==> src/rtl/itoa_pkg.sv <==
// ============================================================================
// itoa_pkg: shared types and constants of the integer to ASCII converter
// Holds the payload structs, the controller states, the digit datapath
// control group and the character encoding helper.
// ============================================================================
package itoa_pkg;

    // Width of the converted integer; the value port keeps its full 64 bits.
    localparam int VALUE_BITS  = 64;
    localparam int IN_BITS     = 64;
    localparam int DIGITS      = 20;
    localparam int DIGIT_BITS  = DIGITS * 4;
    localparam int BIT_CNT_W   = $clog2(VALUE_BITS);
    localparam int DIG_CNT_W   = $clog2(DIGITS + 1);
    localparam int CHAR_BITS   = 7;
    localparam int COUNT_BITS  = 5;

    localparam logic [CHAR_BITS-1:0] CH_ZERO  = 7'h30;
    localparam logic [CHAR_BITS-1:0] CH_A     = 7'h41;
    localparam logic [CHAR_BITS-1:0] CH_MINUS = 7'h2D;

    localparam logic CMD_DEC = 1'b0;
    localparam logic CMD_HEX = 1'b1;

    typedef struct packed {
        logic signed [IN_BITS-1:0] value;
        logic                      cmd;
    } num_t;

    typedef struct packed {
        logic [CHAR_BITS-1:0]  char_code;
        logic                  last;
        logic [COUNT_BITS-1:0] char_count;
    } chr_t;

    typedef enum logic [2:0] {
        ST_IDLE,
        ST_DABBLE,
        ST_SKIP,
        ST_SIGN,
        ST_EMIT
    } state_t;

    typedef struct packed {
        logic load_dec;
        logic load_hex;
        logic step;
        logic shift;
    } digit_ctrl_t;

    function automatic logic [CHAR_BITS-1:0] digit_char(input logic [3:0] d);
        logic [CHAR_BITS-1:0] code;
        if (d >= 4'd10)
        begin
            code = CH_A + CHAR_BITS'(d - 4'd10);
        end
        else
        begin
            code = CH_ZERO + CHAR_BITS'(d);
        end
        return code;
    endfunction

endpackage

==> src/rtl/integer_to_ascii_converter_top.sv <==
// ============================================================================
// integer_to_ascii_converter_top: integer to ASCII text converter
// Decimal: accept, a bit-serial shift/add-3 pass over every value bit, a scan
// past leading zero digits, a minus sign if negative, then one character per
// cycle while the output can take one. Hex skips the conversion. The scan drops
// one nibble per cycle; output stalls hold the sign and the characters. Reset
// empties the controller and output register.
// ============================================================================
module integer_to_ascii_converter_top (
    input  logic            clk,
    input  logic            rst_n,
    input  logic            num_valid,
    output logic            num_ready,
    input  itoa_pkg::num_t  num_data,
    output logic            chr_valid,
    input  logic            chr_ready,
    output itoa_pkg::chr_t  chr_data
);

    // Controller registers.
    itoa_pkg::state_t                   state_reg;
    itoa_pkg::state_t                   state_next;
    logic [itoa_pkg::BIT_CNT_W-1:0]     bit_cnt_reg;
    logic [itoa_pkg::BIT_CNT_W-1:0]     bit_cnt_next;
    logic [itoa_pkg::DIG_CNT_W-1:0]     dig_cnt_reg;
    logic [itoa_pkg::DIG_CNT_W-1:0]     dig_cnt_next;
    logic [itoa_pkg::COUNT_BITS-1:0]    cnt_reg;
    logic [itoa_pkg::COUNT_BITS-1:0]    cnt_next;
    logic                               neg_reg;
    logic                               neg_next;

    // Input side: the low VALUE_BITS bits, read as two's complement.
    logic [itoa_pkg::VALUE_BITS-1:0]    raw;
    logic                               in_neg;
    logic [itoa_pkg::VALUE_BITS-1:0]    mag;
    logic                               accept;

    itoa_pkg::digit_ctrl_t              dctrl;
    logic [3:0]                         top_digit;
    logic                               push;
    itoa_pkg::chr_t                     push_data;
    logic                               can_push;
    logic                               last_digit;

    assign raw    = num_data.value[itoa_pkg::VALUE_BITS-1:0];
    // Hex mode prints the raw pattern, so only decimal mode looks at the sign.
    assign in_neg = (num_data.cmd == itoa_pkg::CMD_DEC) && raw[itoa_pkg::VALUE_BITS-1];
    // Negating in VALUE_BITS unsigned bits gives the most negative value its
    // full magnitude.
    assign mag    = in_neg ? (~raw + itoa_pkg::VALUE_BITS'(1)) : raw;

    assign num_ready  = (state_reg == itoa_pkg::ST_IDLE);
    assign accept     = num_valid && num_ready;
    assign last_digit = (dig_cnt_reg == itoa_pkg::DIG_CNT_W'(1));

    itoa_digits u_digits (
        .clk       (clk),
        .ctrl      (dctrl),
        .mag       (mag),
        .top_digit (top_digit)
    );

    itoa_obuf u_obuf (
        .clk       (clk),
        .rst_n     (rst_n),
        .push      (push),
        .push_data (push_data),
        .can_push  (can_push),
        .chr_valid (chr_valid),
        .chr_ready (chr_ready),
        .chr_data  (chr_data)
    );

    // Next-state logic. The scan drops leading zero digits one per cycle but
    // always keeps the last digit, so zero prints as a single '0'.
    always_comb
    begin
        state_next = state_reg;
        case (state_reg)
            itoa_pkg::ST_IDLE:
            begin
                if (accept)
                begin
                    if (num_data.cmd == itoa_pkg::CMD_HEX)
                    begin
                        state_next = itoa_pkg::ST_SKIP;
                    end
                    else
                    begin
                        state_next = itoa_pkg::ST_DABBLE;
                    end
                end
            end
            itoa_pkg::ST_DABBLE:
            begin
                if (bit_cnt_reg == itoa_pkg::BIT_CNT_W'(itoa_pkg::VALUE_BITS - 1))
                begin
                    state_next = itoa_pkg::ST_SKIP;
                end
            end
            itoa_pkg::ST_SKIP:
            begin
                if (top_digit != 4'd0 || last_digit)
                begin
                    state_next = neg_reg ? itoa_pkg::ST_SIGN : itoa_pkg::ST_EMIT;
                end
            end
            itoa_pkg::ST_SIGN:
            begin
                if (can_push)
                begin
                    state_next = itoa_pkg::ST_EMIT;
                end
            end
            itoa_pkg::ST_EMIT:
            begin
                if (can_push && last_digit)
                begin
                    state_next = itoa_pkg::ST_IDLE;
                end
            end
            default:
            begin
                state_next = itoa_pkg::ST_IDLE;
            end
        endcase
    end

    // Output and datapath control. The running count includes the sign, and
    // the total goes out only with the final character.
    always_comb
    begin
        dctrl        = '0;
        push         = 1'b0;
        push_data    = '0;
        bit_cnt_next = bit_cnt_reg;
        dig_cnt_next = dig_cnt_reg;
        cnt_next     = cnt_reg;
        neg_next     = neg_reg;
        case (state_reg)
            itoa_pkg::ST_IDLE:
            begin
                if (accept)
                begin
                    dctrl.load_dec = (num_data.cmd == itoa_pkg::CMD_DEC);
                    dctrl.load_hex = (num_data.cmd == itoa_pkg::CMD_HEX);
                    bit_cnt_next   = '0;
                    dig_cnt_next   = itoa_pkg::DIG_CNT_W'(itoa_pkg::DIGITS);
                    cnt_next       = '0;
                    neg_next       = in_neg;
                end
            end
            itoa_pkg::ST_DABBLE:
            begin
                dctrl.step   = 1'b1;
                bit_cnt_next = bit_cnt_reg + itoa_pkg::BIT_CNT_W'(1);
            end
            itoa_pkg::ST_SKIP:
            begin
                if (top_digit == 4'd0 && !last_digit)
                begin
                    dctrl.shift  = 1'b1;
                    dig_cnt_next = dig_cnt_reg - itoa_pkg::DIG_CNT_W'(1);
                end
            end
            itoa_pkg::ST_SIGN:
            begin
                push_data.char_code = itoa_pkg::CH_MINUS;
                if (can_push)
                begin
                    push     = 1'b1;
                    cnt_next = cnt_reg + itoa_pkg::COUNT_BITS'(1);
                end
            end
            itoa_pkg::ST_EMIT:
            begin
                push_data.char_code  = itoa_pkg::digit_char(top_digit);
                push_data.last       = last_digit;
                push_data.char_count = last_digit ?
                                       (cnt_reg + itoa_pkg::COUNT_BITS'(1)) : '0;
                if (can_push)
                begin
                    push         = 1'b1;
                    dctrl.shift  = 1'b1;
                    dig_cnt_next = dig_cnt_reg - itoa_pkg::DIG_CNT_W'(1);
                    cnt_next     = cnt_reg + itoa_pkg::COUNT_BITS'(1);
                end
            end
            default:
            begin
                push = 1'b0;
            end
        endcase
    end

    always_ff @(posedge clk or negedge rst_n)
    begin
        if (!rst_n)
        begin
            state_reg   <= itoa_pkg::ST_IDLE;
            bit_cnt_reg <= '0;
            dig_cnt_reg <= '0;
            cnt_reg     <= '0;
            neg_reg     <= 1'b0;
        end
        else
        begin
            state_reg   <= state_next;
            bit_cnt_reg <= bit_cnt_next;
            dig_cnt_reg <= dig_cnt_next;
            cnt_reg     <= cnt_next;
            neg_reg     <= neg_next;
        end
    end

    // An accepted value keeps the input closed for at least the next cycle.
    assert property (@(posedge clk) disable iff (!rst_n)
        num_valid && num_ready |=> !num_ready)
        else $error("input accepted twice in a row");

    // Only the final character carries a count, and it is never zero.
    assert property (@(posedge clk) disable iff (!rst_n)
        chr_valid && chr_data.last |-> chr_data.char_count != '0)
        else $error("final character without a count");

    assert property (@(posedge clk) disable iff (!rst_n)
        chr_valid && !chr_data.last |-> chr_data.char_count == '0)
        else $error("count on a character that is not final");

    // While characters are being sent, at least one digit remains to send.
    assert property (@(posedge clk) disable iff (!rst_n)
        state_reg == itoa_pkg::ST_EMIT |-> dig_cnt_reg != '0)
        else $error("digit counter ran out during emission");

endmodule

==> src/rtl/itoa_digits.sv <==
// ============================================================================
// itoa_digits: bit-serial binary to BCD converter and digit shift register
// Decimal values enter through a binary shift register one bit per cycle
// and are folded into twenty BCD digits by shift and add-3. Hexadecimal
// values load their nibbles directly. Digits leave from the top, one
// nibble per shift.
// ============================================================================
module itoa_digits (
    input  logic                             clk,
    input  itoa_pkg::digit_ctrl_t            ctrl,
    input  logic [itoa_pkg::VALUE_BITS-1:0]  mag,
    output logic [3:0]                       top_digit
);

    logic [itoa_pkg::VALUE_BITS-1:0] bin_reg;
    logic [itoa_pkg::VALUE_BITS-1:0] bin_next;
    logic [itoa_pkg::DIGIT_BITS-1:0] bcd_reg;
    logic [itoa_pkg::DIGIT_BITS-1:0] bcd_next;
    logic [itoa_pkg::DIGIT_BITS-1:0] bcd_adj;

    // Each BCD digit of five or more gets three added before the shift.
    always_comb
    begin
        for (int i = 0; i < itoa_pkg::DIGITS; i++)
        begin
            if (bcd_reg[i*4 +: 4] >= 4'd5)
            begin
                bcd_adj[i*4 +: 4] = bcd_reg[i*4 +: 4] + 4'd3;
            end
            else
            begin
                bcd_adj[i*4 +: 4] = bcd_reg[i*4 +: 4];
            end
        end
    end

    always_comb
    begin
        bin_next = bin_reg;
        bcd_next = bcd_reg;
        if (ctrl.load_dec)
        begin
            bin_next = mag;
            bcd_next = '0;
        end
        else if (ctrl.load_hex)
        begin
            bcd_next = itoa_pkg::DIGIT_BITS'(mag);
        end
        else if (ctrl.step)
        begin
            bin_next = {bin_reg[itoa_pkg::VALUE_BITS-2:0], 1'b0};
            bcd_next = {bcd_adj[itoa_pkg::DIGIT_BITS-2:0],
                        bin_reg[itoa_pkg::VALUE_BITS-1]};
        end
        else if (ctrl.shift)
        begin
            bcd_next = {bcd_reg[itoa_pkg::DIGIT_BITS-5:0], 4'd0};
        end
    end

    always_ff @(posedge clk)
    begin
        bin_reg <= bin_next;
        bcd_reg <= bcd_next;
    end

    assign top_digit = bcd_reg[itoa_pkg::DIGIT_BITS-1 -: 4];

endmodule

==> src/rtl/itoa_obuf.sv <==
// ============================================================================
// itoa_obuf: output register of the character channel
// Holds one character until the downstream side takes it and accepts a
// new one in the same cycle that the held one leaves.
// ============================================================================
module itoa_obuf (
    input  logic            clk,
    input  logic            rst_n,
    input  logic            push,
    input  itoa_pkg::chr_t  push_data,
    output logic            can_push,
    output logic            chr_valid,
    input  logic            chr_ready,
    output itoa_pkg::chr_t  chr_data
);

    logic           valid_reg;
    logic           valid_next;
    itoa_pkg::chr_t data_reg;

    assign can_push = !valid_reg || chr_ready;

    always_comb
    begin
        valid_next = valid_reg;
        if (push)
        begin
            valid_next = 1'b1;
        end
        else if (chr_ready)
        begin
            valid_next = 1'b0;
        end
    end

    always_ff @(posedge clk or negedge rst_n)
    begin
        if (!rst_n)
        begin
            valid_reg <= 1'b0;
        end
        else
        begin
            valid_reg <= valid_next;
        end
    end

    always_ff @(posedge clk)
    begin
        if (push)
        begin
            data_reg <= push_data;
        end
    end

    assign chr_valid = valid_reg;
    assign chr_data  = data_reg;

endmodule
==> config.mk <==
export PLATFORM = sky130hd
export DESIGN_NAME = integer_to_ascii_converter_top
export DESIGN_NICKNAME = d
export VERILOG_FILES = /design/src/rtl/itoa_pkg.sv /design/src/rtl/integer_to_ascii_converter_top.sv /design/src/rtl/itoa_digits.sv /design/src/rtl/itoa_obuf.sv
export SDC_FILE = /design/constraint.sdc
export NUM_CORES = 1
export LEC_CHECK = 0
export BUFFER_PORTS_ARGS = -buffer_cell sky130_fd_sc_hd__clkbuf_2
export CORE_ASPECT_RATIO = 0.9
export CORE_UTILIZATION = 55
export CTS_CLUSTER_DIAMETER = 120
export CTS_CLUSTER_SIZE = 20
export DETAILED_ROUTE_END_ITERATION = 8
export PLACE_DENSITY = 0.71
export SLEW_MARGIN = 0
export SYNTH_ARGS = -nofsm -noshare
export SYNTH_HDL_FRONTEND = slang
export SYNTH_SLANG_ARGS = --single-unit
==> constraint.sdc <==
create_clock -name clk -period 5.35 [get_ports clk]
set_input_delay 1.07 -clock clk [delete_from_list [all_inputs] [get_ports clk]]
set_output_delay 1.07 -clock clk [all_outputs]
set_load 0.02 [all_outputs]
==> flow_metrics.env, run 1 <==
export IMPL_end_kind="register"
export IMPL_via_count=10600
export IMPL_postRouteAntennaNets=0
export IMPL_ys_types=64
export IMPL_n_antenna_cell=0
export IMPL_hold_buffers=0
export IMPL_firstDrtPassIters=5
export IMPL_ys_seq_area_share_pct=38.0
export IMPL_drc=0
export IMPL_gp_congestion=0.816
export IMPL_area_delta_synth_final_pct=9.78
export IMPL_grt_antenna_before_repair=0
export IMPL_hold_path_class="register to register"
export IMPL_reg2reg_slack_ns=2.30
export IMPL_ff_latch_area_mm2=0.00444
export IMPL_fin_skew_ns=0.0156
export IMPL_cp_start_kind="input port"
export IMPL_wirelength_mm=30.2
export IMPL_outcome="completed"
export IMPL_rows=50
export IMPL_cts_tree="yes"
export IMPL_crit_arrival_ns=3.49
export IMPL_largest_reg_flops=80
export IMPL_syn_nets=1536
export IMPL_synth_edf_count=77
export IMPL_multi_input_area_mm2=0.00673
export IMPL_cts_sinks=178
export IMPL_fp_dieW_um=156
export IMPL_maxCapViolCount=0
export IMPL_drive_gt1_share_pct=11.1
export IMPL_rsz0062_at_grt="no"
export IMPL_worstSetupPathType="input port to register"
export IMPL_critPathMaxFanout=8
export IMPL_grt_pass1_wl_mm=49.6
export IMPL_die_area_mm2=0.0218
export IMPL_r2r_end="u_digits.bcd_reg[3]"
export IMPL_grt_overflow_total=0
export IMPL_peakVddDrop_mv=0.311
export IMPL_post_route_period_util_pct=62.3
export IMPL_fillers=1871
export IMPL_syn_area_mm2=0.0117
export IMPL_final_cell_mix="nand2_1 (166), o21ai_0 (147), a21oi_1 (98)"
export IMPL_max_clock_freq_mhz=300
export IMPL_ys_ff_latch=178
export IMPL_gr_usage_all_layers_pct=28.5
export IMPL_die_h_um=140
export IMPL_final_min_clock_period_ns=3.33
export IMPL_core_area_mm2=0.0208
export IMPL_ys_flop_type="dfxtp_1"
export IMPL_whs_path_depth=1
export IMPL_slew_viol_final=0
export IMPL_grt_pass1_vias=9676
export IMPL_final_common_cell="nand2_1"
export IMPL_hold_path_end="bit_cnt_reg[5]"
export IMPL_cts_max_level=4
export IMPL_io_pins=84
export IMPL_ctsResizeCount=0
export IMPL_start_util_pct=56.1
export IMPL_min_from="bit_cnt_reg[5]"
export IMPL_via_per_inst=6.07
export IMPL_postSynth_asyncResetShare_pct=11.8
export IMPL_grt_max_degree=98
export IMPL_power_total_mw=7.07
export IMPL_rr_startpoint="state_reg[1]"
export IMPL_finalHoldViolations=0
export IMPL_slew_headroom_pct=24.2
export IMPL_worst_pin_slew_ns=1.14
export IMPL_leakage_nw=4.80
export IMPL_syn_area_per_cell_um2=8.24
export IMPL_fin_tns_setup_ns=0
export IMPL_rr_worst_depth=7
export IMPL_cts_buffers=17
export IMPL_clk_insertion_delay_late_ns=0.45
export IMPL_clock_path_buffers=2
export IMPL_cts_root_buf="clkbuf_16"
export IMPL_drt_iter0_markers=936
export IMPL_port_buffers=83
export IMPL_nets=1568
export IMPL_clkTransAtPathRegs_ns=0.07
export IMPL_cp_required_ns=5.51
export IMPL_setup_viol_count_final=0
export IMPL_netlist_instances=1417
export IMPL_power_density_mw_per_mm2=551
export IMPL_drt_wirelength_per_cell_um=17.3
export IMPL_hpwlAfterDp_mm=20.2
export IMPL_yosysWarnings=0
export IMPL_postCtsSetupRepairBufs=0
## cell usage after synthesis (all sizes together), types with 9 or more instances
cell type | n | area share (%)
nor3 | 48 | 2.2
mux2 | 19 | 1.8
o21ai | 153 | 6.6
nand3 | 82 | 3.5
nor3b | 21 | 1.3
o311ai | 23 | 1.7
a21boi | 12 | 0.77
a211oi | 39 | 2.5
nor2b | 16 | 0.86
nor2 | 96 | 3.1
xnor2 | 70 | 5.2
a21oi | 98 | 4.2
xor2 | 21 | 1.6
nand2 | 169 | 5.4
o22ai | 23 | 1.2
o31ai | 10 | 0.64
nor4 | 13 | 0.95
buf | 25 | 0.93
a22oi | 9 | 0.58
dfrtp | 21 | 4.5
inv | 56 | 1.8
a31oi | 26 | 1.4
clkbuf | 60 | 1.9
edfxtp | 77 | 20
nand2b | 33 | 1.8
ha | 50 | 5.4
dfxtp | 80 | 14
## report_power, final
part / leakage (nW) / internal (mW) / switching [mW] / total (mW)
Combinational: 2.88 / 1.32 / 2.01 / 3.33
Sequential: 1.66 / 2.05 / 0.474 / 2.52
Clock: 0.260 / 0.607 / 0.607 / 1.21
Total: 4.80 / 3.97 / 3.09 / 7.07
## critical path: stages
cell      delay (ns)
clkbuf_2        0.12
nor4_1          0.73
nand3_1         0.47
nor4_4          0.65
a31oi_1         0.19
xnor2_1         0.18
o21ai_1         0.09
## worst max path at each step
| stage | from | end | slack [ns] | depth (start not counted) |
|---|---|---|---|---|
| 3_5_place_dp | num_data[5] | u_digits.bin_reg[59] | 1.61 | 7 |
| 2_1_floorplan | state_reg[1] | u_digits.bin_reg[0] | 1.68 | 6 |
| 3_3_place_gp | num_data[5] | u_digits.bin_reg[59] | 1.72 | 7 |
| 5_1_grt | num_data[5] | u_digits.bin_reg[61] | 1.89 | 7 |
| 6_report | num_data[5] | u_digits.bin_reg[59] | 2.02 | 7 |
| 4_1_cts | num_data[5] | u_digits.bin_reg[59] | 2.07 | 7 |
## cell type report
class	count	share of cell area, %
Tap cell	286	2.79
Clock inverter	14	0.946
Clock buffer	17	3.32
Timing Repair Buffer	98	4.22
Multi-Input combinational cell	1097	52.4
Inverter	57	1.67
Sequential cell	178	34.6
## routing by layer
layer,wire (um),GRT usage [%],part of all wire (%),vias up
met4,733,10.1,2.4,0
met3,1490,3.96,4.9,56
met5,0,0,0,-
met1,13900,38.2,46,5042
li1,-,-,-,5193
met2,14100,47.0,47,315
## cell families after synthesis
group	Yosys count	synth area share, %
fa+ha+maj	50	5.36
simple gates	511	21.3
mux	24	2.26
xor+xnor	91	6.82
compound gates	421	21.6
flops	178	38.0
buf+inv	142	4.69
## per-stage QoR
stage / std cells / hold slack [ns] / util (%) / area, um2 / setup slack [ns]
after detailed placement: 1716 / 0.473 / 58.9 / 12300 / 1.61
after CTS: 1747 / 0.486 / 61.6 / 12800 / 2.07
after floorplan: 1417 / 0.453 / - / 11700 / 1.68
after global routing: 1747 / 0.528 / 61.6 / 12800 / 1.89
final: 1747 / 0.489 / 61.6 / 12800 / 2.02
after global placement: 1716 / 0.472 / 58.9 / 12300 / 1.72
Power figures use the tool's default switching activity.
==> run 2, diff against run 1 <==
Settings changed: ABC_AREA set to 1, PLACE_DENSITY 0.71 to 0.73.
Clock period 5.35 ns to 2.93 ns, I/O delays scaled along.
==> flow_metrics.env, run 2 <==
export IMPL_outcome="completed"
export IMPL_ys_types=39
export IMPL_dr_wl_met2_mm=15.8
export IMPL_grt_antenna_before_repair=0
export IMPL_fin_cells=2191
export IMPL_hold_path_class="input port to asynchronous set/reset pin"
export IMPL_internal_power_mw=7.63
export IMPL_syn_area_mm2=0.0124
export IMPL_synthAdderAreaFrac_pct=5.05
export IMPL_place_ws_ns=0.347
export IMPL_top_layer="met4"
export IMPL_crit_top_cell="nand2_1"
export IMPL_die_h_um=144
export IMPL_cp_slowest_cell="dfrtp_1"
export IMPL_slew_headroom_pct=59.1
export IMPL_fin_util_pct=62.2
export IMPL_postCtsSetupRepairBufs=0
export IMPL_fillers=2008
export IMPL_power_total_mw=14.0
export IMPL_worst_pin_slew_ns=0.611
export IMPL_die_area_mm2=0.0231
export IMPL_crit_arrival_ns=2.66
export IMPL_cts_buffers=17
export IMPL_drt_wirelength_per_cell_um=15.8
export IMPL_gp_congestion=0.948
export IMPL_area_delta_synth_final_pct=9.88
export IMPL_worst_slack_ns=0.572
export IMPL_pwr_share_clk_pct=15.4
export IMPL_critPathMaxFanout=19
export IMPL_netlist_instances=1828
export IMPL_yosysWarnings=0
export IMPL_peakVddDrop_mv=0.493
export IMPL_p_sw_share_pct=45.6
export IMPL_cp_required_ns=3.23
export IMPL_leakage_nw=6.07
export IMPL_synth_compound_area_share_pct=17.1
export IMPL_slew_viol_final=0
export IMPL_routedLengthMet1_mm=15.8
export IMPL_cts_root_buf="clkbuf_16"
export IMPL_gr_usage_all_layers_pct=30.7
export IMPL_fin_tns_setup_ns=0
export IMPL_drive_gt1_share_pct=8.68
export IMPL_final_common_cell="nand2_1"
export IMPL_clock_path_buffers=2
export IMPL_ys_ff_latch=178
export IMPL_cpPeakStageDelay_ns=0.39
export IMPL_final_min_clock_period_ns=2.36
export IMPL_combPwrFrac_pct=50.8
export IMPL_largest_reg_flops=80
export IMPL_whs_ns=0.132
export IMPL_multi_input_area_mm2=0.00683
export IMPL_ys_flop_type="dfxtp_1"
export IMPL_firstDrtPassIters=5
export IMPL_port_buffers=83
export IMPL_grt_max_degree=118
export IMPL_drc=0
export IMPL_wirelength_mm=34.7
export IMPL_cts_sinks=178
export IMPL_drt_iter0_markers=1041
export IMPL_hpwlAfterDp_mm=25.6
export IMPL_final_cell_mix="nand2_1 (558), inv_1 (193), nor2_1 (184)"
export IMPL_maxCapViolCount=0
export IMPL_io_pins=84
export IMPL_grt_pass1_vias=11200
export IMPL_dpl_instance_area_mm2=0.0131
export IMPL_clkTransAtPathRegs_ns=0.07
export IMPL_reg2reg_slack_ns=0.57
export IMPL_synth_edf_count=77
export IMPL_yosys_area_share_xor_xnor_pct=3.81
export IMPL_yosys_area_top_type_share_pct=18.6
export IMPL_synthTopCellsByArea="edfxtp_1 (19%), nand2_1 (17%), dfxtp_1 (13%)"
export IMPL_n_antenna_cell=0
export IMPL_postRouteAntennaNets=0
export IMPL_ys_seq_area_share_pct=35.8
export IMPL_syn_nets=1947
export IMPL_setup_viol_count_final=0
export IMPL_yosys_area_share_simple_pct=29.1
export IMPL_muxShareOfSynthArea_pct=0
export IMPL_ff_latch_area_mm2=0.00444
export IMPL_p_seq_share_pct=33.9
export IMPL_postSynth_asyncResetShare_pct=11.8
export IMPL_grt_pass1_wl_mm=56.3
export IMPL_synth_top_family_by_area="simple AND/OR/NAND/NOR gates"
export IMPL_route_met3_wl_mm=2.18
export IMPL_via_per_inst=5.57
export IMPL_cp_cell_sequence="nor2_1 -> nand2_1 -> nor2_2 -> nand2_2 -> nand2_4 -> inv_2 -> buf_12 -> nand2_1 -> nand2_1 -> a21oi_1 -> nor2_1"
export IMPL_switchingPower_mw=6.38
export IMPL_worstSetupPathType="register to register"
export IMPL_nets=2006
export IMPL_ctsResizeCount=0
export IMPL_finalHoldViolations=0
export IMPL_cp_top_family="simple AND/OR/NAND/NOR gates"
export IMPL_rr_worst_depth=11
export IMPL_synth_most_common_cell="nand2_1"
export IMPL_start_util_pct=56.6
export IMPL_rr_startpoint="state_reg[2]"
export IMPL_fp_dieW_um=160
export IMPL_cts_max_level=4
export IMPL_crit_buf_inv=2
export IMPL_syn_area_per_cell_um2=6.78
export IMPL_power_density_mw_per_mm2=1030
export IMPL_design_area_mm2=0.0136
export IMPL_rows=51
export IMPL_placed_cells=2159
export IMPL_core_area_mm2=0.0219
export IMPL_hold_buffers=0
export IMPL_max_clock_freq_mhz=424
export IMPL_synth_top_area_cell="edfxtp_1"
export IMPL_cts_tree="yes"
export IMPL_grt_overflow_total=0
export IMPL_synth_top_cells_by_count="nand2_1 (559), inv_1 (194), nor2_1 (184)"
export IMPL_end_kind="register"
export IMPL_clk_insertion_delay_late_ns=0.43
export IMPL_cp_start_kind="register"
export IMPL_fin_skew_ns=0.0141
export IMPL_rsz0062_at_grt="no"
export IMPL_r2r_end="u_digits.bcd_reg[24]"
export IMPL_post_route_period_util_pct=80.5
export IMPL_via_count=12200
-- run 2: worst reg2reg max path, cell delays in order (launching register included) --
cell	delay (ns)
dfrtp_1	0.39
nor2_1	0.17
nand2_1	0.13
nor2_2	0.32
nand2_2	0.26
nand2_4	0.27
inv_2	0.20
buf_12	0.21
nand2_1	0.06
nand2_1	0.06
a21oi_1	0.12
nor2_1	0.05
-- run 2: cell type report --
class	instances	area share, %
clock inverter	14	0.790
tap	291	2.67
multi-input combinational	1382	50.2
sequential	178	32.6
inverter	201	5.54
timing repair buffer	107	5.11
clock buffer	18	3.15
-- run 2: power by group through the flow --
stage	Clock (mW)	Combinational, mW	Sequential [mW]
5_1_grt	2.27	8.09	4.88
4_1_cts	2.19	7.07	4.72
6_report	2.15	7.12	4.74
3_5_place_dp	0	7.00	4.76
2_1_floorplan	0	5.28	4.64
3_3_place_gp	0	6.85	4.74
-- run 2: how the worst max path moves through the flow --
stage	startpoint	to	depth (start not counted)
after floorplan	num_valid	u_digits.bin_reg[0]	8
after global placement	num_data[1]	u_digits.bin_reg[30]	10
after detailed placement	num_data[1]	u_digits.bin_reg[30]	10
after CTS	state_reg[2]	u_digits.bcd_reg[24]	11
after global routing	state_reg[2]	u_digits.bcd_reg[24]	11
final	state_reg[2]	u_digits.bcd_reg[24]	11
-- run 2: routing by layer --
| metal | global-route usage, % | vias up |
|---|---|---|
| met4 | 10.9 | 0 |
| li1 | - | 6118 |
| met2 | 50.0 | 419 |
| met3 | 5.74 | 57 |
| met1 | 40.8 | 5604 |
| met5 | 0 | - |
-- run 2: logic make-up (layout without fill, tap and decap cells) --
group,after synthesis,in the layout
simple gates,890,890
compound gates,388,388
buf+inv,268,340
flops,178,178
xor+xnor,54,54
fa+ha+maj,50,50
==> run 3, diff against run 2 <==
Settings changed: ABC_AREA 1 to 0, PLACE_DENSITY 0.73 to 0.71.
Clock period 2.93 ns to 2.4 ns, I/O delays scaled along.
==> flow_metrics.env, run 3 (synthesized netlist as in run 1, its figures left out) <==
export IMPL_outcome="completed"
export IMPL_fp_dieW_um=156
export IMPL_power_density_mw_per_mm2=1220
export IMPL_grt_pass1_vias=10300
export IMPL_fin_skew_ns=0.0131
export IMPL_grt_max_degree=91
export IMPL_cts_tree="yes"
export IMPL_drive_gt1_share_pct=17.0
export IMPL_io_pins=84
export IMPL_n_antenna_cell=0
export IMPL_rr_startpoint="state_reg[2]"
export IMPL_ff_latch_area_mm2=0.00444
export IMPL_postRouteAntennaNets=0
export IMPL_fillers=1778
export IMPL_largest_reg_flops=80
export IMPL_drt_wirelength_per_cell_um=17.0
export IMPL_area_delta_synth_final_pct=18.2
export IMPL_rsz0062_at_grt="no"
export IMPL_clock_path_buffers=2
export IMPL_setup_viol_count_final=0
export IMPL_firstDrtPassIters=5
export IMPL_power_total_mw=16.9
export IMPL_slew_headroom_pct=48.6
export IMPL_nets=1667
export IMPL_core_area_mm2=0.0208
export IMPL_cp_cell_sequence="clkbuf_2 -> or4_4 -> or3b_4 -> nor4b_1 -> a21oi_1 -> xnor2_1 -> o21ai_0"
export IMPL_final_common_cell="nand2_1"
export IMPL_die_area_mm2=0.0218
export IMPL_dpl_instance_area_mm2=0.0131
export IMPL_cts_sinks=178
export IMPL_maxCapViolCount=0
export IMPL_rows=50
export IMPL_multi_input_area_mm2=0.00677
export IMPL_placed_cells=1813
export IMPL_via_count=11000
export IMPL_final_min_clock_period_ns=2.24
export IMPL_hold_path_class="input port to asynchronous set/reset pin"
export IMPL_cp_required_ns=2.56
export IMPL_finalHoldViolations=0
export IMPL_post_route_period_util_pct=93.5
export IMPL_drt_iter0_markers=933
export IMPL_worstSetupPathType="input port to register"
export IMPL_end_kind="register"
export IMPL_leakage_nw=5.37
export IMPL_critPathMaxFanout=5
export IMPL_reg2reg_slack_ns=0.21
export IMPL_start_util_pct=56.1
export IMPL_final_cell_mix="nand2_1 (166), o21ai_0 (147), buf_4 (103)"
export IMPL_peakVddDrop_mv=0.573
export IMPL_gp_congestion=0.868
export IMPL_worst_pin_slew_ns=0.765
export IMPL_drc=0
export IMPL_grt_antenna_before_repair=0
export IMPL_wirelength_mm=31.4
export IMPL_rr_worst_depth=5
export IMPL_design_area_mm2=0.0138
export IMPL_die_h_um=140
export IMPL_fin_util_pct=66.3
export IMPL_crit_buf_inv=1
export IMPL_worst_slack_ns=0.155
export IMPL_cp_top_family="simple AND/OR/NAND/NOR gates"
export IMPL_cts_max_level=4
export IMPL_gr_usage_all_layers_pct=28.9
export IMPL_fin_cells=1847
export IMPL_crit_arrival_ns=2.41
export IMPL_grt_overflow_total=0
export IMPL_cts_root_buf="clkbuf_16"
export IMPL_cp_slowest_cell="or4_4"
export IMPL_hpwlAfterDp_mm=21.4
export IMPL_via_per_inst=5.97
export IMPL_slew_viol_final=0
export IMPL_clk_insertion_delay_late_ns=0.44
export IMPL_clkTransAtPathRegs_ns=0.07
export IMPL_r2r_end="u_digits.bin_reg[54]"
export IMPL_port_buffers=83
export IMPL_cts_buffers=17
export IMPL_cpPeakStageDelay_ns=0.57
export IMPL_place_ws_ns=-0.293
export IMPL_grt_pass1_wl_mm=50.5
export IMPL_max_clock_freq_mhz=446
export IMPL_cp_start_kind="input port"
## run 3: layout make-up
type	count	area share (%)
clock buffers	20	3.47
well taps	286	2.59
clock inverters	12	0.961
repair buffers	197	10.2
inverters	57	1.55
multi-input cells	1097	49.0
flip-flops and latches	178	32.2
## run 3: per-stage QoR
step	TNS (ns)	hold slack, ns
after floorplan	-0.0554	0.184
after global placement	-6.64	0.477
after detailed placement	-8.24	0.479
after CTS	0	0.0265
after global routing	0	0.0510
final	0	0.0185
## run 3: worst max path at each step
stage                              start              endpoint  slack [ns]  depth (start not counted)
final                       num_data[13]  u_digits.bin_reg[31]        0.16                          7
after global routing        num_data[13]  u_digits.bin_reg[31]        0.02                          7
after CTS                 dig_cnt_reg[1]  u_digits.bcd_reg[43]       0.009                          9
after detailed placement    num_data[13]  u_digits.bin_reg[45]       -0.29                          7
after global placement      num_data[13]  u_digits.bin_reg[45]       -0.26                          7
after floorplan             num_data[25]  u_digits.bin_reg[52]       -0.03                          6
## run 3: what timing repair did
action	4_1_cts	5_1_grt
endpoints found under the setup margin	16	35
resized for setup	2	4
hold buffers	0	0
hold endpoints to repair	0	0
gates cloned	0	1
setup buffers	0	1
## run 3: report_power, final
group | leakage [nW] | internal [mW] | switching [mW]
sequential | 1.66 | 4.55 | 1.01
combinational | 3.42 | 3.60 | 4.78
clock | 0.292 | 1.60 | 1.33
## run 3: per-layer routing
layer  part of all wire (%)  up-vias  routed length, um  global-route usage, %
met3                    5.4       62               1690                   4.58
li1                       -     5397                  -                      -
met2                     47      340              14700                   48.1
met4                    2.8        0                886                   11.4
met5                      0        -                  0                      0
met1                     45     5234              14100                   37.5
